$ cat config.mk
export PLATFORM = sky130hd
export DESIGN_NAME = two_link_newton_inverse_kinematics
export DESIGN_NICKNAME = d
export VERILOG_FILES = /design/src/sv/tlik_pkg.sv /design/src/sv/tlik_cordic.sv /design/src/sv/tlik_sqrt.sv /design/src/sv/tlik_div.sv /design/src/sv/tlik_datapath.sv /design/src/sv/tlik_ctrl.sv /design/src/sv/two_link_newton_inverse_kinematics.sv
export SDC_FILE = /design/constraint.sdc
export NUM_CORES = 2
export LEC_CHECK = 0
export BUFFER_PORTS_ARGS = -buffer_cell sky130_fd_sc_hd__buf_4
export CAP_MARGIN = 15
export CORE_MARGIN = 2
export CORE_UTILIZATION = 50
export DETAILED_ROUTE_END_ITERATION = 12
export GPL_ROUTABILITY_DRIVEN = 1
export PLACE_DENSITY = 0.68
export SLEW_MARGIN = 20
export SYNTH_ARGS = -nofsm -noshare
export SYNTH_HDL_FRONTEND = slang
export SYNTH_SLANG_ARGS = --single-unit
$ cat constraint.sdc
create_clock -name clk -period 10.1 [get_ports clk]
set_input_delay 2.02 -clock clk [delete_from_list [all_inputs] [get_ports clk]]
set_output_delay 2.02 -clock clk [all_outputs]
set_load 0.01 [all_outputs]
$ cat src/sv/tlik_pkg.sv
// Shared types, constants and helper functions for the two-link IK solver.
`timescale 1ns / 1ps
package tlik_pkg;

  localparam int FRAC_BITS         = 13;
  localparam int DEF_CORDIC_STAGES = 16;
  localparam int ATAN_COUNT        = 24;
  localparam int ATAN_IDX_W        = 5;
  localparam int ZSHIFT            = 30 - FRAC_BITS;
  localparam int DIV_Q_W           = 16;
  localparam int SQ_W              = 34;

  localparam longint PI_Q32    = 64'sd13493037705;
  localparam longint GAIN_Q30  = 64'sd652032874;
  localparam longint PI_QF     = (PI_Q32 + (64'sd1 <<< (31 - FRAC_BITS))) >>> (32 - FRAC_BITS);
  localparam longint PI30      = (PI_Q32 + 64'sd2) >>> 2;
  localparam longint PI30_HALF = PI30 / 2;

  typedef logic signed [15:0] angle_t;
  typedef logic signed [18:0] ang_ext_t;
  typedef logic signed [34:0] cord_t;
  typedef logic signed [33:0] wide_t;
  typedef logic signed [17:0] opnd_t;
  typedef logic signed [17:0] step_t;
  typedef logic [16:0]        len_t;

  typedef enum logic [1:0] {
    CFG_TOLERANCE = 2'd0,
    CFG_MAX_ITER  = 2'd1,
    CFG_SING_THR  = 2'd2
  } cfg_reg_t;

  typedef enum logic [1:0] {
    ST_REACHED    = 2'd0,
    ST_STEP_SMALL = 2'd1,
    ST_ITER_LIMIT = 2'd2,
    ST_SINGULAR   = 2'd3
  } status_t;

  typedef enum logic [3:0] {
    OP_NONE,
    OP_LOAD,
    OP_SC_BASE,
    OP_SC_SUM,
    OP_MAC_DET,
    OP_MAC_N0,
    OP_MAC_N1,
    OP_MAC_RES,
    OP_MAC_STEP,
    OP_SQRT_RES,
    OP_SQRT_STEP,
    OP_DIV_0,
    OP_DIV_1,
    OP_UPDATE,
    OP_RESULT
  } dp_op_t;

  typedef enum logic [3:0] {
    S_IDLE,
    S_SC_BASE,
    S_SC_SUM,
    S_MAC_RES,
    S_SQRT_RES,
    S_CHECK,
    S_MAC_DET,
    S_MAC_N0,
    S_MAC_N1,
    S_DIV_0,
    S_DIV_1,
    S_MAC_STEP,
    S_SQRT_STEP,
    S_UPDATE,
    S_EMIT
  } ctrl_state_t;

  typedef struct packed {
    dp_op_t  op;
    status_t code;
  } dp_cmd_t;

  typedef struct packed {
    logic busy;
    logic singular;
    logic res_below;
    logic step_below;
    logic iter_at_limit;
  } dp_stat_t;

  // Reduce into [-pi, pi); inputs stay within two turns of the range.
  function automatic angle_t wrap_angle(ang_ext_t a);
    ang_ext_t pi_e;
    ang_ext_t two_pi;
    ang_ext_t r;
    pi_e   = ang_ext_t'(PI_QF);
    two_pi = ang_ext_t'(2 * PI_QF);
    r = a;
    if (r >= pi_e) r = r - two_pi;
    if (r >= pi_e) r = r - two_pi;
    if (r < -pi_e) r = r + two_pi;
    if (r < -pi_e) r = r + two_pi;
    return angle_t'(r);
  endfunction

  function automatic logic [33:0] mag34(wide_t v);
    return v[33] ? 34'(-v) : 34'(v);
  endfunction

  // arctan(2^-i) in Q30
  function automatic cord_t atan_q30(logic [ATAN_IDX_W-1:0] i);
    cord_t v;
    unique case (i)
      5'd0:    v = 35'sd843314857;
      5'd1:    v = 35'sd497837829;
      5'd2:    v = 35'sd263043837;
      5'd3:    v = 35'sd133525159;
      5'd4:    v = 35'sd67021687;
      5'd5:    v = 35'sd33543516;
      5'd6:    v = 35'sd16775851;
      5'd7:    v = 35'sd8388437;
      5'd8:    v = 35'sd4194283;
      5'd9:    v = 35'sd2097149;
      5'd10:   v = 35'sd1048576;
      5'd11:   v = 35'sd524288;
      5'd12:   v = 35'sd262144;
      5'd13:   v = 35'sd131072;
      5'd14:   v = 35'sd65536;
      5'd15:   v = 35'sd32768;
      5'd16:   v = 35'sd16384;
      5'd17:   v = 35'sd8192;
      5'd18:   v = 35'sd4096;
      5'd19:   v = 35'sd2048;
      5'd20:   v = 35'sd1024;
      5'd21:   v = 35'sd512;
      5'd22:   v = 35'sd256;
      5'd23:   v = 35'sd128;
      default: v = '0;
    endcase
    return v;
  endfunction

endpackage

$ cat src/sv/tlik_cordic.sv
// Iterative rotation-mode CORDIC, one micro-rotation per cycle, gives sin and cos.
`timescale 1ns / 1ps
module tlik_cordic import tlik_pkg::*; #(
  parameter int STAGES = DEF_CORDIC_STAGES
) (
  input  logic   clk,
  input  logic   rst,
  input  logic   start,
  input  angle_t angle,
  output logic   busy,
  output logic   done,
  output angle_t sin_out,
  output angle_t cos_out
);

  localparam int CNT_W = $clog2(STAGES + 1);
  localparam cord_t PI30_C   = cord_t'(PI30);
  localparam cord_t HALF_C   = cord_t'(PI30_HALF);
  localparam cord_t GAIN_C   = cord_t'(GAIN_Q30);
  localparam cord_t ROUND_C  = cord_t'(1) <<< (ZSHIFT - 1);

  logic [CNT_W-1:0] cnt;
  cord_t x, y, z;
  logic  flip;
  cord_t z_in, dx, dy, atan_v, xf, yf;

  assign z_in   = cord_t'(angle) <<< ZSHIFT;
  assign dx     = y >>> cnt;
  assign dy     = x >>> cnt;
  assign atan_v = atan_q30(ATAN_IDX_W'(cnt));
  assign xf     = flip ? -x : x;
  assign yf     = flip ? -y : y;

  always_ff @(posedge clk) begin
    if (rst) begin
      busy <= 1'b0;
      done <= 1'b0;
    end else begin
      done <= 1'b0;
      if (start) begin
        busy <= 1'b1;
      end else if (busy && cnt == CNT_W'(STAGES)) begin
        busy <= 1'b0;
        done <= 1'b1;
      end
    end
  end

  always_ff @(posedge clk) begin
    if (start) begin
      x   <= GAIN_C;
      y   <= '0;
      cnt <= '0;
      // fold the angle into [-pi/2, pi/2] and negate the result afterwards
      if (z_in > HALF_C) begin
        z    <= z_in - PI30_C;
        flip <= 1'b1;
      end else if (z_in < -HALF_C) begin
        z    <= z_in + PI30_C;
        flip <= 1'b1;
      end else begin
        z    <= z_in;
        flip <= 1'b0;
      end
    end else if (busy) begin
      if (cnt == CNT_W'(STAGES)) begin
        cos_out <= angle_t'((xf + ROUND_C) >>> ZSHIFT);
        sin_out <= angle_t'((yf + ROUND_C) >>> ZSHIFT);
      end else begin
        if (z >= 0) begin
          x <= x - dx;
          y <= y + dy;
          z <= z - atan_v;
        end else begin
          x <= x + dx;
          y <= y - dy;
          z <= z + atan_v;
        end
        cnt <= cnt + 1'b1;
      end
    end
  end

endmodule

$ cat src/sv/tlik_sqrt.sv
// Bit-serial integer square root, one result bit per cycle.
`timescale 1ns / 1ps
module tlik_sqrt import tlik_pkg::*; (
  input  logic            clk,
  input  logic            rst,
  input  logic            start,
  input  logic [SQ_W-1:0] radicand,
  output logic            busy,
  output logic            done,
  output len_t            root
);

  logic [SQ_W-1:0] v;
  logic [SQ_W:0]   r;
  logic [SQ_W-1:0] bitm;
  logic [SQ_W:0]   trial;

  assign trial = r + {1'b0, bitm};

  always_ff @(posedge clk) begin
    if (rst) begin
      busy <= 1'b0;
      done <= 1'b0;
    end else begin
      done <= 1'b0;
      if (start) begin
        busy <= 1'b1;
      end else if (busy && bitm == '0) begin
        busy <= 1'b0;
        done <= 1'b1;
      end
    end
  end

  always_ff @(posedge clk) begin
    if (start) begin
      v    <= radicand;
      r    <= '0;
      bitm <= {2'b01, {(SQ_W-2){1'b0}}};
    end else if (busy) begin
      if (bitm == '0) begin
        root <= len_t'(r);
      end else begin
        if ({1'b0, v} >= trial) begin
          v <= v - trial[SQ_W-1:0];
          r <= (r >> 1) + {1'b0, bitm};
        end else begin
          r <= r >> 1;
        end
        bitm <= bitm >> 2;
      end
    end
  end

endmodule

$ cat src/sv/tlik_div.sv
// Restoring divider for the Newton step: |num|/|den| in Q13, capped at 8 rad, signed.
`timescale 1ns / 1ps
module tlik_div import tlik_pkg::*; (
  input  logic  clk,
  input  logic  rst,
  input  logic  start,
  input  wide_t num,
  input  wide_t den,
  output logic  busy,
  output logic  done,
  output step_t quo
);

  localparam step_t STEP_CAP = step_t'(8 << FRAC_BITS);

  logic [33:0]         un, ud;
  logic                neg;
  logic                first;
  logic [46:0]         rem;
  logic [48:0]         dsr;
  logic [DIV_Q_W-1:0]  q;
  logic [4:0]          cnt;
  logic                capped;

  assign capped = {3'b000, un} >= {ud, 3'b000};

  always_ff @(posedge clk) begin
    if (rst) begin
      busy  <= 1'b0;
      done  <= 1'b0;
      first <= 1'b0;
    end else begin
      done <= 1'b0;
      if (start) begin
        busy  <= 1'b1;
        first <= 1'b1;
      end else if (busy) begin
        first <= 1'b0;
        if ((first && capped) || (!first && cnt == '0)) begin
          busy <= 1'b0;
          done <= 1'b1;
        end
      end
    end
  end

  always_ff @(posedge clk) begin
    if (start) begin
      un  <= mag34(num);
      ud  <= mag34(den);
      neg <= num[33] ^ den[33];
    end else if (busy) begin
      if (first) begin
        if (capped) begin
          quo <= neg ? -STEP_CAP : STEP_CAP;
        end else begin
          rem <= {un, {FRAC_BITS{1'b0}}};
          dsr <= {ud, 15'b0};
          q   <= '0;
          cnt <= 5'(DIV_Q_W);
        end
      end else if (cnt == '0) begin
        quo <= neg ? -step_t'({2'b00, q}) : step_t'({2'b00, q});
      end else begin
        if ({2'b00, rem} >= dsr) begin
          rem <= rem - dsr[46:0];
          q   <= {q[DIV_Q_W-2:0], 1'b1};
        end else begin
          q   <= {q[DIV_Q_W-2:0], 1'b0};
        end
        dsr <= dsr >> 1;
        cnt <= cnt - 1'b1;
      end
    end
  end

endmodule

$ cat src/sv/tlik_datapath.sv
// Datapath: joint and target registers, kinematics, shared multiplier and arithmetic units.
`timescale 1ns / 1ps
module tlik_datapath import tlik_pkg::*; #(
  parameter int CORDIC_STAGES = DEF_CORDIC_STAGES
) (
  input  logic        clk,
  input  logic        rst,
  input  dp_cmd_t     cmd,
  output dp_stat_t    stat,
  input  angle_t      target_x,
  input  angle_t      target_y,
  input  angle_t      start_angle_base,
  input  angle_t      start_angle_elbow,
  input  logic [10:0] tolerance,
  input  logic [7:0]  max_iterations,
  input  logic [12:0] singular_threshold,
  output angle_t      angle_base,
  output angle_t      angle_elbow,
  output logic [7:0]  iterations_used,
  output logic [14:0] residual,
  output logic [1:0]  status
);

  angle_t tx, ty, q0, q1, nq0, nq1;
  angle_t s0, c0, s01, c01;
  wide_t  det, n0, n1;
  logic [SQ_W-1:0] sqv;
  len_t   res, step_len;
  logic [7:0] iter;

  // kinematics from the latest sin/cos
  logic signed [16:0] p0, p1, d0, d1;
  opnd_t j0, j1, j2, j3, f0, f1;

  assign p0 = 17'(c0) + 17'(c01);
  assign p1 = 17'(s0) + 17'(s01);
  assign j0 = -opnd_t'(p1);
  assign j1 = -opnd_t'(s01);
  assign j2 = opnd_t'(p0);
  assign j3 = opnd_t'(c01);
  assign f0 = opnd_t'(p0) - opnd_t'(tx);
  assign f1 = opnd_t'(p1) - opnd_t'(ty);
  assign d0 = 17'(nq0) - 17'(q0);
  assign d1 = 17'(nq1) - 17'(q1);

  // sin/cos unit
  logic   sc_start, sc_busy, sc_done, sc_sum_sel;
  angle_t sc_angle, sc_sin, sc_cos;

  assign sc_start = (cmd.op == OP_SC_BASE) || (cmd.op == OP_SC_SUM);
  assign sc_angle = (cmd.op == OP_SC_SUM) ?
                    wrap_angle(ang_ext_t'(q0) + ang_ext_t'(q1)) : q0;

  tlik_cordic #(.STAGES(CORDIC_STAGES)) u_cordic (
    .clk     (clk),
    .rst     (rst),
    .start   (sc_start),
    .angle   (sc_angle),
    .busy    (sc_busy),
    .done    (sc_done),
    .sin_out (sc_sin),
    .cos_out (sc_cos)
  );

  // square root unit
  logic sq_start, sq_busy, sq_done, sq_step_sel;
  len_t sq_root;

  assign sq_start = (cmd.op == OP_SQRT_RES) || (cmd.op == OP_SQRT_STEP);

  tlik_sqrt u_sqrt (
    .clk      (clk),
    .rst      (rst),
    .start    (sq_start),
    .radicand (sqv),
    .busy     (sq_busy),
    .done     (sq_done),
    .root     (sq_root)
  );

  // step divider
  logic  dv_start, dv_busy, dv_done, dv_sel;
  step_t dv_quo;

  assign dv_start = (cmd.op == OP_DIV_0) || (cmd.op == OP_DIV_1);

  tlik_div u_div (
    .clk   (clk),
    .rst   (rst),
    .start (dv_start),
    .num   ((cmd.op == OP_DIV_1) ? n1 : n0),
    .den   (det),
    .busy  (dv_busy),
    .done  (dv_done),
    .quo   (dv_quo)
  );

  // shared multiplier: a*b is held in acc while c*d is formed in preg, then the two are added or subtracted
  logic        mac_start, mac_busy;
  logic [1:0]  mac_ph;
  dp_op_t      mac_sel;
  opnd_t       ma, mb;
  logic signed [35:0] preg, acc;
  logic signed [36:0] mac_sum;
  logic        mac_sub;

  assign mac_start = (cmd.op == OP_MAC_DET) || (cmd.op == OP_MAC_N0) ||
                     (cmd.op == OP_MAC_N1) || (cmd.op == OP_MAC_RES) ||
                     (cmd.op == OP_MAC_STEP);
  assign mac_sub   = (mac_sel == OP_MAC_DET) || (mac_sel == OP_MAC_N0) ||
                     (mac_sel == OP_MAC_N1);
  assign mac_sum   = mac_sub ? (37'(acc) - 37'(preg)) : (37'(acc) + 37'(preg));

  always_comb begin
    ma = '0;
    mb = '0;
    unique case (mac_sel)
      OP_MAC_DET: begin
        ma = (mac_ph == 2'd0) ? j0 : j1;
        mb = (mac_ph == 2'd0) ? j3 : j2;
      end
      OP_MAC_N0: begin
        ma = (mac_ph == 2'd0) ? j3 : j1;
        mb = (mac_ph == 2'd0) ? f0 : f1;
      end
      OP_MAC_N1: begin
        ma = (mac_ph == 2'd0) ? j0 : j2;
        mb = (mac_ph == 2'd0) ? f1 : f0;
      end
      OP_MAC_RES: begin
        ma = (mac_ph == 2'd0) ? f0 : f1;
        mb = ma;
      end
      OP_MAC_STEP: begin
        ma = (mac_ph == 2'd0) ? opnd_t'(d0) : opnd_t'(d1);
        mb = ma;
      end
      default: begin
        ma = '0;
        mb = '0;
      end
    endcase
  end

  always_ff @(posedge clk) begin
    if (rst) begin
      mac_busy <= 1'b0;
      mac_ph   <= '0;
    end else if (mac_start) begin
      mac_busy <= 1'b1;
      mac_ph   <= '0;
    end else if (mac_busy) begin
      mac_ph <= mac_ph + 1'b1;
      if (mac_ph == 2'd2) mac_busy <= 1'b0;
    end
  end

  always_ff @(posedge clk) begin
    if (mac_start) mac_sel <= cmd.op;
    if (mac_busy) begin
      preg <= ma * mb;
      if (mac_ph == 2'd1) acc <= preg;
    end
  end

  // result routing and state registers
  always_ff @(posedge clk) begin
    if (rst) begin
      iter <= '0;
    end else if (cmd.op == OP_LOAD) begin
      iter <= '0;
    end else if (cmd.op == OP_UPDATE) begin
      iter <= iter + 1'b1;
    end
  end

  always_ff @(posedge clk) begin
    if (sc_start)  sc_sum_sel  <= (cmd.op == OP_SC_SUM);
    if (sq_start)  sq_step_sel <= (cmd.op == OP_SQRT_STEP);
    if (dv_start)  dv_sel      <= (cmd.op == OP_DIV_1);

    if (cmd.op == OP_LOAD) begin
      tx <= target_x;
      ty <= target_y;
      q0 <= wrap_angle(ang_ext_t'(start_angle_base));
      q1 <= wrap_angle(ang_ext_t'(start_angle_elbow));
    end else if (cmd.op == OP_UPDATE) begin
      q0 <= nq0;
      q1 <= nq1;
    end

    if (sc_done) begin
      if (sc_sum_sel) begin
        s01 <= sc_sin;
        c01 <= sc_cos;
      end else begin
        s0 <= sc_sin;
        c0 <= sc_cos;
      end
    end

    if (mac_busy && mac_ph == 2'd2) begin
      unique case (mac_sel)
        OP_MAC_DET: det <= wide_t'(mac_sum);
        OP_MAC_N0:  n0  <= wide_t'(mac_sum);
        OP_MAC_N1:  n1  <= wide_t'(mac_sum);
        default:    sqv <= mac_sum[SQ_W-1:0];
      endcase
    end

    if (sq_done) begin
      if (sq_step_sel) step_len <= sq_root;
      else             res      <= sq_root;
    end

    if (dv_done) begin
      if (dv_sel) nq1 <= wrap_angle(ang_ext_t'(q1) - ang_ext_t'(dv_quo));
      else        nq0 <= wrap_angle(ang_ext_t'(q0) - ang_ext_t'(dv_quo));
    end

    if (cmd.op == OP_RESULT) begin
      angle_base      <= q0;
      angle_elbow     <= q1;
      iterations_used <= iter;
      residual        <= (res > len_t'(15'h7FFF)) ? 15'h7FFF : res[14:0];
      status          <= cmd.code;
    end
  end

  assign stat.busy = sc_busy | sc_done | sq_busy | sq_done | dv_busy | dv_done | mac_busy;
  assign stat.singular = (det == '0) ||
                         (mag34(det) < (34'(singular_threshold) << FRAC_BITS));
  assign stat.res_below     = res < len_t'(tolerance);
  assign stat.step_below    = step_len < len_t'(tolerance);
  assign stat.iter_at_limit = iter >= max_iterations;

endmodule

$ cat src/sv/tlik_ctrl.sv
// Controller: sequences the Newton loop and runs the input and output handshakes.
`timescale 1ns / 1ps
module tlik_ctrl import tlik_pkg::*; (
  input  logic     clk,
  input  logic     rst,
  input  logic     in_valid,
  output logic     in_stall,
  output logic     out_valid,
  input  logic     out_stall,
  output dp_cmd_t  cmd,
  input  dp_stat_t stat
);

  ctrl_state_t state, state_next;
  logic        issued, issued_next;
  logic        stepped, stepped_next;
  status_t     code, code_next;
  logic        out_valid_next;
  logic        work_done;

  assign in_stall  = (state != S_IDLE);
  assign work_done = issued && !stat.busy;

  always_ff @(posedge clk) begin
    if (rst) begin
      state     <= S_IDLE;
      issued    <= 1'b0;
      stepped   <= 1'b0;
      code      <= ST_REACHED;
      out_valid <= 1'b0;
    end else begin
      state     <= state_next;
      issued    <= issued_next;
      stepped   <= stepped_next;
      code      <= code_next;
      out_valid <= out_valid_next;
    end
  end

  always_comb begin
    state_next     = state;
    stepped_next   = stepped;
    code_next      = code;
    out_valid_next = out_valid;
    cmd.op         = OP_NONE;
    cmd.code       = code;
    // each work state issues its operation once, then waits for the units to settle
    issued_next    = issued ? !work_done :
                     !(state == S_IDLE || state == S_CHECK || state == S_EMIT);

    // drop the word once the receiver takes it
    if (out_valid && !out_stall) out_valid_next = 1'b0;

    unique case (state)
      S_IDLE: begin
        if (in_valid) begin
          cmd.op       = OP_LOAD;
          stepped_next = 1'b0;
          state_next   = S_SC_BASE;
        end
      end
      S_SC_BASE: begin
        if (!issued) cmd.op = OP_SC_BASE;
        if (work_done) state_next = S_SC_SUM;
      end
      S_SC_SUM: begin
        if (!issued) cmd.op = OP_SC_SUM;
        if (work_done) state_next = S_MAC_RES;
      end
      S_MAC_RES: begin
        if (!issued) cmd.op = OP_MAC_RES;
        if (work_done) state_next = S_SQRT_RES;
      end
      S_SQRT_RES: begin
        if (!issued) cmd.op = OP_SQRT_RES;
        if (work_done) begin
          priority if (stepped && stat.res_below) begin
            code_next  = ST_REACHED;
            state_next = S_EMIT;
          end else if (stepped && stat.step_below) begin
            code_next  = ST_STEP_SMALL;
            state_next = S_EMIT;
          end else begin
            state_next = S_CHECK;
          end
        end
      end
      S_CHECK: begin
        if (stat.iter_at_limit) begin
          code_next  = ST_ITER_LIMIT;
          state_next = S_EMIT;
        end else begin
          state_next = S_MAC_DET;
        end
      end
      S_MAC_DET: begin
        if (!issued) cmd.op = OP_MAC_DET;
        if (work_done) begin
          if (stat.singular) begin
            code_next  = ST_SINGULAR;
            state_next = S_EMIT;
          end else begin
            state_next = S_MAC_N0;
          end
        end
      end
      S_MAC_N0: begin
        if (!issued) cmd.op = OP_MAC_N0;
        if (work_done) state_next = S_MAC_N1;
      end
      S_MAC_N1: begin
        if (!issued) cmd.op = OP_MAC_N1;
        if (work_done) state_next = S_DIV_0;
      end
      S_DIV_0: begin
        if (!issued) cmd.op = OP_DIV_0;
        if (work_done) state_next = S_DIV_1;
      end
      S_DIV_1: begin
        if (!issued) cmd.op = OP_DIV_1;
        if (work_done) state_next = S_MAC_STEP;
      end
      S_MAC_STEP: begin
        if (!issued) cmd.op = OP_MAC_STEP;
        if (work_done) state_next = S_SQRT_STEP;
      end
      S_SQRT_STEP: begin
        if (!issued) cmd.op = OP_SQRT_STEP;
        if (work_done) state_next = S_UPDATE;
      end
      S_UPDATE: begin
        if (!issued) begin
          cmd.op       = OP_UPDATE;
          stepped_next = 1'b1;
        end
        if (work_done) state_next = S_SC_BASE;
      end
      S_EMIT: begin
        // hold the result until the output register is free
        if (!out_valid || !out_stall) begin
          cmd.op         = OP_RESULT;
          out_valid_next = 1'b1;
          state_next     = S_IDLE;
        end
      end
      default: state_next = S_IDLE;
    endcase
  end

endmodule

$ cat src/sv/two_link_newton_inverse_kinematics.sv
// Top level of the two-link Newton inverse kinematics solver.
//
// Input channel: in_valid/in_stall with target_x, target_y, start_angle_base and
// start_angle_elbow (Q2.13). A word is taken when in_valid is high and in_stall low;
// in_stall stays high from then until the solve has moved its result to the output
// register. Output channel: out_valid/out_stall with the wrapped angles,
// iterations_used, residual (saturated) and status. The output register holds its
// word while out_stall is high; a new request is taken meanwhile, and a finished
// solve waits in its last state until the register frees up.
// Configuration: cfg_valid/cfg_ready with cfg_index (0 tolerance, 1 max_iterations,
// 2 singular_threshold) and cfg_data; cfg_ready is always high, other indexes are ignored.
// Sequencing: each Newton step runs one CORDIC pass for the base angle and one for
// the joint sum, a shared 18x18 multiplier, a bit-serial root and a bit-serial
// divider, all one after another. One request is in flight at a time.
// Reset: synchronous rst clears the controller, output valid and iteration count and
// loads the register defaults (tolerance 8, limit 64, singular threshold 8).
`timescale 1ns / 1ps
module two_link_newton_inverse_kinematics import tlik_pkg::*; #(
  parameter int CORDIC_STAGES = DEF_CORDIC_STAGES
) (
  input  logic        clk,
  input  logic        rst,
  input  logic        in_valid,
  output logic        in_stall,
  input  angle_t      target_x,
  input  angle_t      target_y,
  input  angle_t      start_angle_base,
  input  angle_t      start_angle_elbow,
  output logic        out_valid,
  input  logic        out_stall,
  output angle_t      angle_base,
  output angle_t      angle_elbow,
  output logic [7:0]  iterations_used,
  output logic [14:0] residual,
  output logic [1:0]  status,
  input  logic        cfg_valid,
  output logic        cfg_ready,
  input  logic [1:0]  cfg_index,
  input  logic [12:0] cfg_data
);

  logic [10:0] tolerance;
  logic [7:0]  max_iterations;
  logic [12:0] singular_threshold;
  dp_cmd_t     cmd;
  dp_stat_t    stat;

  assign cfg_ready = 1'b1;

  always_ff @(posedge clk) begin
    if (rst) begin
      tolerance          <= 11'd8;
      max_iterations     <= 8'd64;
      singular_threshold <= 13'd8;
    end else if (cfg_valid && cfg_ready) begin
      unique case (cfg_reg_t'(cfg_index))
        CFG_TOLERANCE: tolerance          <= cfg_data[10:0];
        CFG_MAX_ITER:  max_iterations     <= cfg_data[7:0];
        CFG_SING_THR:  singular_threshold <= cfg_data;
        default: ;
      endcase
    end
  end

  tlik_ctrl u_ctrl (
    .clk       (clk),
    .rst       (rst),
    .in_valid  (in_valid),
    .in_stall  (in_stall),
    .out_valid (out_valid),
    .out_stall (out_stall),
    .cmd       (cmd),
    .stat      (stat)
  );

  tlik_datapath #(.CORDIC_STAGES(CORDIC_STAGES)) u_dp (
    .clk                (clk),
    .rst                (rst),
    .cmd                (cmd),
    .stat               (stat),
    .target_x           (target_x),
    .target_y           (target_y),
    .start_angle_base   (start_angle_base),
    .start_angle_elbow  (start_angle_elbow),
    .tolerance          (tolerance),
    .max_iterations     (max_iterations),
    .singular_threshold (singular_threshold),
    .angle_base         (angle_base),
    .angle_elbow        (angle_elbow),
    .iterations_used    (iterations_used),
    .residual           (residual),
    .status             (status)
  );

endmodule

# After elaboration in Yosys (flattened, before gate mapping)
# Memory sizes are Yosys's and may differ from the RTL's. A register that Yosys moved wholly into a read port is not among the register bits.
# Index checks and enable logic that the tools add are counted.
[word_totals]
rom_bits = 960
in_bits = 84
mem_count = 1
elab_cells = 470
register_bits = 971
[classes]
reduce_logical = 80
shifts = 2
n_eq_ne = 61
n_lt_le_gt_ge = 31
n_mul = 1
addsub = 56
n_bitwise = 17
n_mux = 156
[memory_table]
columns = ["memory", "words", "width", "rd", "rd_clocked_by_memory_dff", "write_ports", "line_no", "source"]
rows = [
  ["(name not given)", 32, 30, 1, 1, 0, "tlik_pkg.sv:111", "unique case (i)"],
]
[op_table]
columns = ["op", "count"]
rows = [
  ["$mux 19", 33],
  ["$mux 35", 9],
  ["$mux 34", 7],
  ["$mux 18", 12],
  ["$mux 16", 13],
  ["$lt 19x16->1 const B", 10],
  ["$mux 47", 4],
  ["$ge 19x16->1 const B", 8],
  ["$sub 19x17->19 const B", 8],
  ["$mux 49", 3],
  ["$add 35x35->35", 3],
  ["$sub 35x35->35", 3],
  ["$mux 4", 25],
  ["$mux 33", 3],
  ["$add 19x17->19 const B", 5],
  ["$pmux 18 s5", 1],
  ["$add 16x15->16 const B", 5],
  ["$pmux 18 s4", 1],
  ["$sshr 35x5->35", 2],
  ["$logic_not 34->1", 2],
  ["$neg 34->34", 2],
  ["$sub 34x34->34", 2],
  ["$add 33x18->33 const B", 2],
  ["$neg 33->33", 2],
  ["67 further kinds", 239],
]

# Longest topological paths before layout
[logic_depth]
depth_word = 15
mapped_depth = 52
mapped_depth_nobuf = 51

# Hierarchy
# Synthesis repeated with hierarchy kept, for this count alone.
[unflattened]
hier_cells = 10049
area_unflattened_um2 = 91293.8
[modules_own_cells]
columns = ["mod", "instances", "cells_each", "area_per_inst_um2"]
rows = [
  ["tlik_datapath", 1, 5011, 46993.8],
  ["tlik_cordic", 1, 2640, 21515.6],
  ["tlik_div", 1, 1271, 12821.0],
  ["tlik_sqrt", 1, 892, 7822.5],
  ["two_link_newton_inverse_kinematics", 1, 127, 1340.0],
  ["tlik_ctrl", 1, 108, 800.8],
]

# Least setup slack after synthesis
# No wires, ideal clock.
[synth_path]
path_type = "reg2reg"
from = "register u_dp.s01[0]"
to = "register u_dp.preg[32] (data pin)"
setup_time_ns = 0.258
setup_slack_ns = -0.128
stages_incl_launch_ff = 49
synth_period_minus_slack_ns = 10.228
t_arrival_ns = 9.970
cell_sequence = "edfxtp_1 > ha_1 > inv_1 > fa_1 > nor2b_1 > o21ai_0 > a21boi_0 > o21ai_0 > a21boi_0 > o21ai_0 > a21boi_0 > o21ai_0 > a21boi_0 > o21ai_0 > nand2b_1 > a21o_1 > a21oi_1 > xnor2_1 > (+13 left out) > fa_1 > inv_1 > fa_1 > fa_1 > fa_1 > inv_1 > fa_1 > ha_1 > a21boi_0 > o31ai_1 > a211o_1 > o21a_1 > a211oi_1 > a41o_1 > o21ai_0 > nand2b_1 > a21oi_1 > xnor2_1"
[synth_via]
elab_chain_len = 5
[synth_lines]
columns = ["item", "line_no", "source"]
rows = [
  ["from (decl)", "tlik_datapath.sv:25", "angle_t s0, c0, s01, c01;"],
  ["from (signal assigned)", "tlik_datapath.sv:194", "s01 <= sc_sin;"],
  ["$add 16x16->17", "tlik_datapath.sv:36", "assign p1 = 17'(s0) + 17'(s01);"],
  ["$sub 17x16->18 / $neg 17->18 (equally long branches)", "tlik_datapath.sv:42, tlik_datapath.sv:37", ""],
  ["$mux 18 (on tied branches)", "-", ""],
  ["$pmux 18 s5 / $pmux 18 s4 (equally long branches)", "tlik_datapath.sv:117", "unique case (mac_sel)"],
  ["$mul 18x18->34 (*)", "tlik_datapath.sv:161", "preg <= ma * mb;"],
  ["to (signal assigned)", "tlik_datapath.sv:161", ""],
  ["to (decl)", "tlik_datapath.sv:103", "logic signed [35:0] preg, acc;"],
]
# Mark *: on every way between the ends. The rest lies on a longest branch, timed or not.
# A chain may end at the register's enable or synchronous reset.

# Worst setup path after layout
# Ends and elaborated chain as after synthesis.

==> reports/results.tsv <==
stage	metric	value	unit
cts	cts_buffer_depth	3	
timing	fin_crit	10.12	ns
global_routing	grt_pass1_wl	410000	um
cells_and_area	final_util	56.9	%
drt	drc	0	
worst_setup_path	critPathLaunch	u_dp.s01[0]$_DFFE_PP_	
place	dp.cells	12400	
synthesis	postSynthAreaPerCell	8.87	um2
drt	vias	75000	
global_routing	antenna_found_initial	11	
synthesis	synth_nets	10900	
cts	cts_inserted_buffers	112	
cts	cts.clk_slew.worst_paths	0.06	ns
timing	worst_pin_slew	1.27	ns
place	place.gp.congestion	0.986	
global_routing	grt-ovfl-total	0	
synthesis	yosysTopAreaCell	edfxtp_1	
place	hpwl	205000	um
cells_and_area	finalNonFillerCells	12700	
worst_setup_path	reg2reg_to	u_dp.preg[32]$_DFFE_PP_	
synthesis	synthTopCellsByArea	edfxtp_1 (27%), ha_1 (8.8%), fa_1 (7.6%)	
drt	routed.top_layer	met5	
timing	setup_ws	-0.0247	ns
timing	whs	0.446	ns
synthesis	ys_seq_area_share	31.9	%
min_path	min_from	u_dp.u_cordic.cos_out[10]$_DFFE_PP_	
synthesis	synth_ff_type	edfxtp_1	
floorplan	fp.dieH	422	um
worst_setup_path	critPathSlowestCell	fa_1	
cells_and_area	nets	11300	
drt	wl_per_cell	21.0	um
floorplan	io_pins	144	
cts	root_buffer	clkbuf_16	
worst_setup_path	worstSetupStartpointType	register	
worst_setup_path	required	10.65	ns
run	max_cap_violations	0	
worst_setup_path	cp.arrival	10.68	ns
timing	finClkSkew	0.0827	ns
min_path	hold_path_class	register to register	
drt	wl_met2	121000	um
cts	clock_latency	0.81	ns
timing	report.final.slew_viol_count	0	
drt	drt_pass1_iterations	9	
cells_and_area	multiInputGateArea	55600	um2
status	status	finished, violations left	
timing	max_freq	98.8	MHz
floorplan	start_util	50.3	%
synthesis	ys_ff_latch	1001	
floorplan	fp-row-count	153	
floorplan	dieArea	178000	um2
drt	drt_iter0_drc	6595	
global_routing	gr-usage-all-layers	28.9	%
worst_setup_path	critPathCapture	u_dp.preg[32]$_DFFE_PP_	
place	portBuffers	142	
timing	final-setup-viol-count	1	
synthesis	synthArstFlopShare	0	%
cells_and_area	final_cell_mix	nand2_1 (1,176), inv_1 (849), nor2_1 (844)	
status	violations	setup timing	
cts	numClockSinks	1001	
drt	ant_nets	0	
worst_setup_path	end_kind	register	
synthesis	synth_edf_count	785	
drt	met1_length	113000	um
timing	finalCritPeriodShare	100	%
cts	cts_tree	yes	
synthesis	synth_warnings	0	
cells_and_area	drive_above_1_share	12.3	%
timing	relSlewSlack	15.3	%
global_routing	grt_pass1_vias	72600	
timing	setup_tns	-0.0247	ns
synthesis	yosysTopAreaCellShare	27.0	%
synthesis	syn_area	87400	um2
worst_setup_path	r2r_slack	-0.02	ns
worst_setup_path	worstSetupPathType	register to register	
floorplan	core-area	174000	um2
cells_and_area	nFillCells	15500	
synthesis	synth_cells	9850	
cells_and_area	layout_commonest_cell	nand2_1	
synthesis	ys_types	140	
drt	vias_per_cell	5.93	
worst_setup_path	worstPathMaxFanout	4	
worst_setup_path	ff2ff_path_depth	49	
cells_and_area	regArea	27900	um2
floorplan	die_x	422	um
timing	rsz0062_at_grt	true	
cts	h-tree-depth	3	
drt	wirelength	265000	um
worst_setup_path	timing.rr.start	u_dp.s01[0]$_DFFE_PP_	
drt	met3_wirelength	16900	um
cells_and_area	syn2layout_area_growth	13.1	%
timing	hold_viol	0	
global_routing	grt_max_degree	128	
worst_setup_path	cpPeakStageDelay	0.56	ns
-- cells by family (layout without fill, tap and decap cells) --
kind of cell | count (synthesis) | after routing | share of synthesized area [%]
buffers and inverters | 1251 | 1721 | 5.46
AOI/OAI and AO/OA | 2390 | 2390 | 17.8
other | 1 | 9 | 0.00429
muxes | 243 | 243 | 3.51
xor gates and xnor gates | 783 | 783 | 7.89
adders and majority gates | 944 | 944 | 16.3
DFF | 1001 | 1001 | 31.9
and+or+nand+nor | 3237 | 3237 | 17.0
-- worst max-delay path, delay by kind of cell, from the launching register on --
family,cells,cell delay (ns)
mux,1,0.48
buf+inv,8,0.82
compound gates,23,3.46
simple gates,5,0.47
xor+xnor,2,0.26
flops,1,0.36
fa+ha+maj,10,4.05
-- area by class of cell --
type	count	area share [%]
clock inverter	74	1.01
sequential	1001	28.2
antenna	8	0.0203
clock buffer	136	2.99
inverter	869	3.31
timing repair buffer	642	5.20
multi-input combinational	7598	56.3
tap	2325	2.94
-- Yosys cell counts, types with 25 or more instances --
cell and count:
nand2_1 1181, inv_1 864, nor2_1 855, edfxtp_1 785
a21oi_1 628, o21ai_0 618, ha_1 613, xnor2_1 486
fa_1 330, clkbuf_1 319, xor2_1 293, dfxtp_1 216
nor3_1 214, nand3_1 194, mux2i_1 153, nor2b_1 144
nand2b_1 123, a31oi_1 121, or3_1 102, a21o_1 97
a211oi_1 93, and3_1 81, o211ai_1 77, o31ai_1 76
o21a_1 75, o21bai_1 69, a21boi_0 64, and2_1 62
nand4_1 52, nor4_1 48, or2_2 48, mux4_2 46
mux2_2 40, buf_1 36, o22ai_1 34, o41ai_1 31
a31o_2 30, a211o_1 29, or4_1 25
-- sequential cells by signal (all words and copies together), names as in the netlist, 17 cells and up --
signal                cells
u_dp.u_cordic.z          35
u_dp.sqv                 34
u_dp.u_div.dsr           49
u_dp.det                 34
u_dp.u_sqrt.root         17
u_dp.u_cordic.x          35
u_dp.acc                 34
u_dp.u_sqrt.r            35
u_dp.u_cordic.y          35
u_dp.step_len            17
u_dp.u_div.quo           18
u_dp.u_div.rem           47
u_dp.u_sqrt.bitm         17
u_dp.n0                  34
u_dp.u_cordic.atan_v     30
u_dp.preg                34
u_dp.u_div.un            34
u_dp.u_sqrt.v            34
u_dp.res                 17
u_dp.u_div.ud            34
u_dp.n1                  34
-- routing by layer --
layer / vias to the layer above / GRT usage, %
met5: - / 0
met3: 454 / 3.65
met2: 2533 / 46.6
met4: 4 / 13.8
met1: 36400 / 38.6
li1: 35600 / -
-- metrics by stage --
step | setup slack [ns] | cell area, um2
final | -0.0247 | 98800
after global routing | -0.525 | 98800
after CTS | 0.00354 | 98000
after detailed placement | -1.29 | 93600
after global placement | -1.06 | 93600
after floorplan | 0.00810 | 87400
-- worst min path at each step --
stage,cells past startpoint,end,slack [ns]
after floorplan,0,u_dp.status[0]$_DFFE_PN_,0.41
final,0,u_dp.c01[10]$_DFFE_PP_,0.45
after global placement,0,u_dp.c01[4]$_DFFE_PP_,0.43
after global routing,0,u_dp.c01[10]$_DFFE_PP_,0.45
after CTS,0,u_dp.c01[10]$_DFFE_PP_,0.45
after detailed placement,0,u_dp.s01[14]$_DFFE_PP_,0.43
-- what timing repair did --
item	in CTS	in global routing
hold buffers	0	0
pin swaps	95	102
resized for setup	141	121
endpoints found under the setup margin	15	13
buffers inserted	22	33
Power is not shown: default switching activity piles up to over one toggle a cycle in this logic, so the estimate is an artifact.
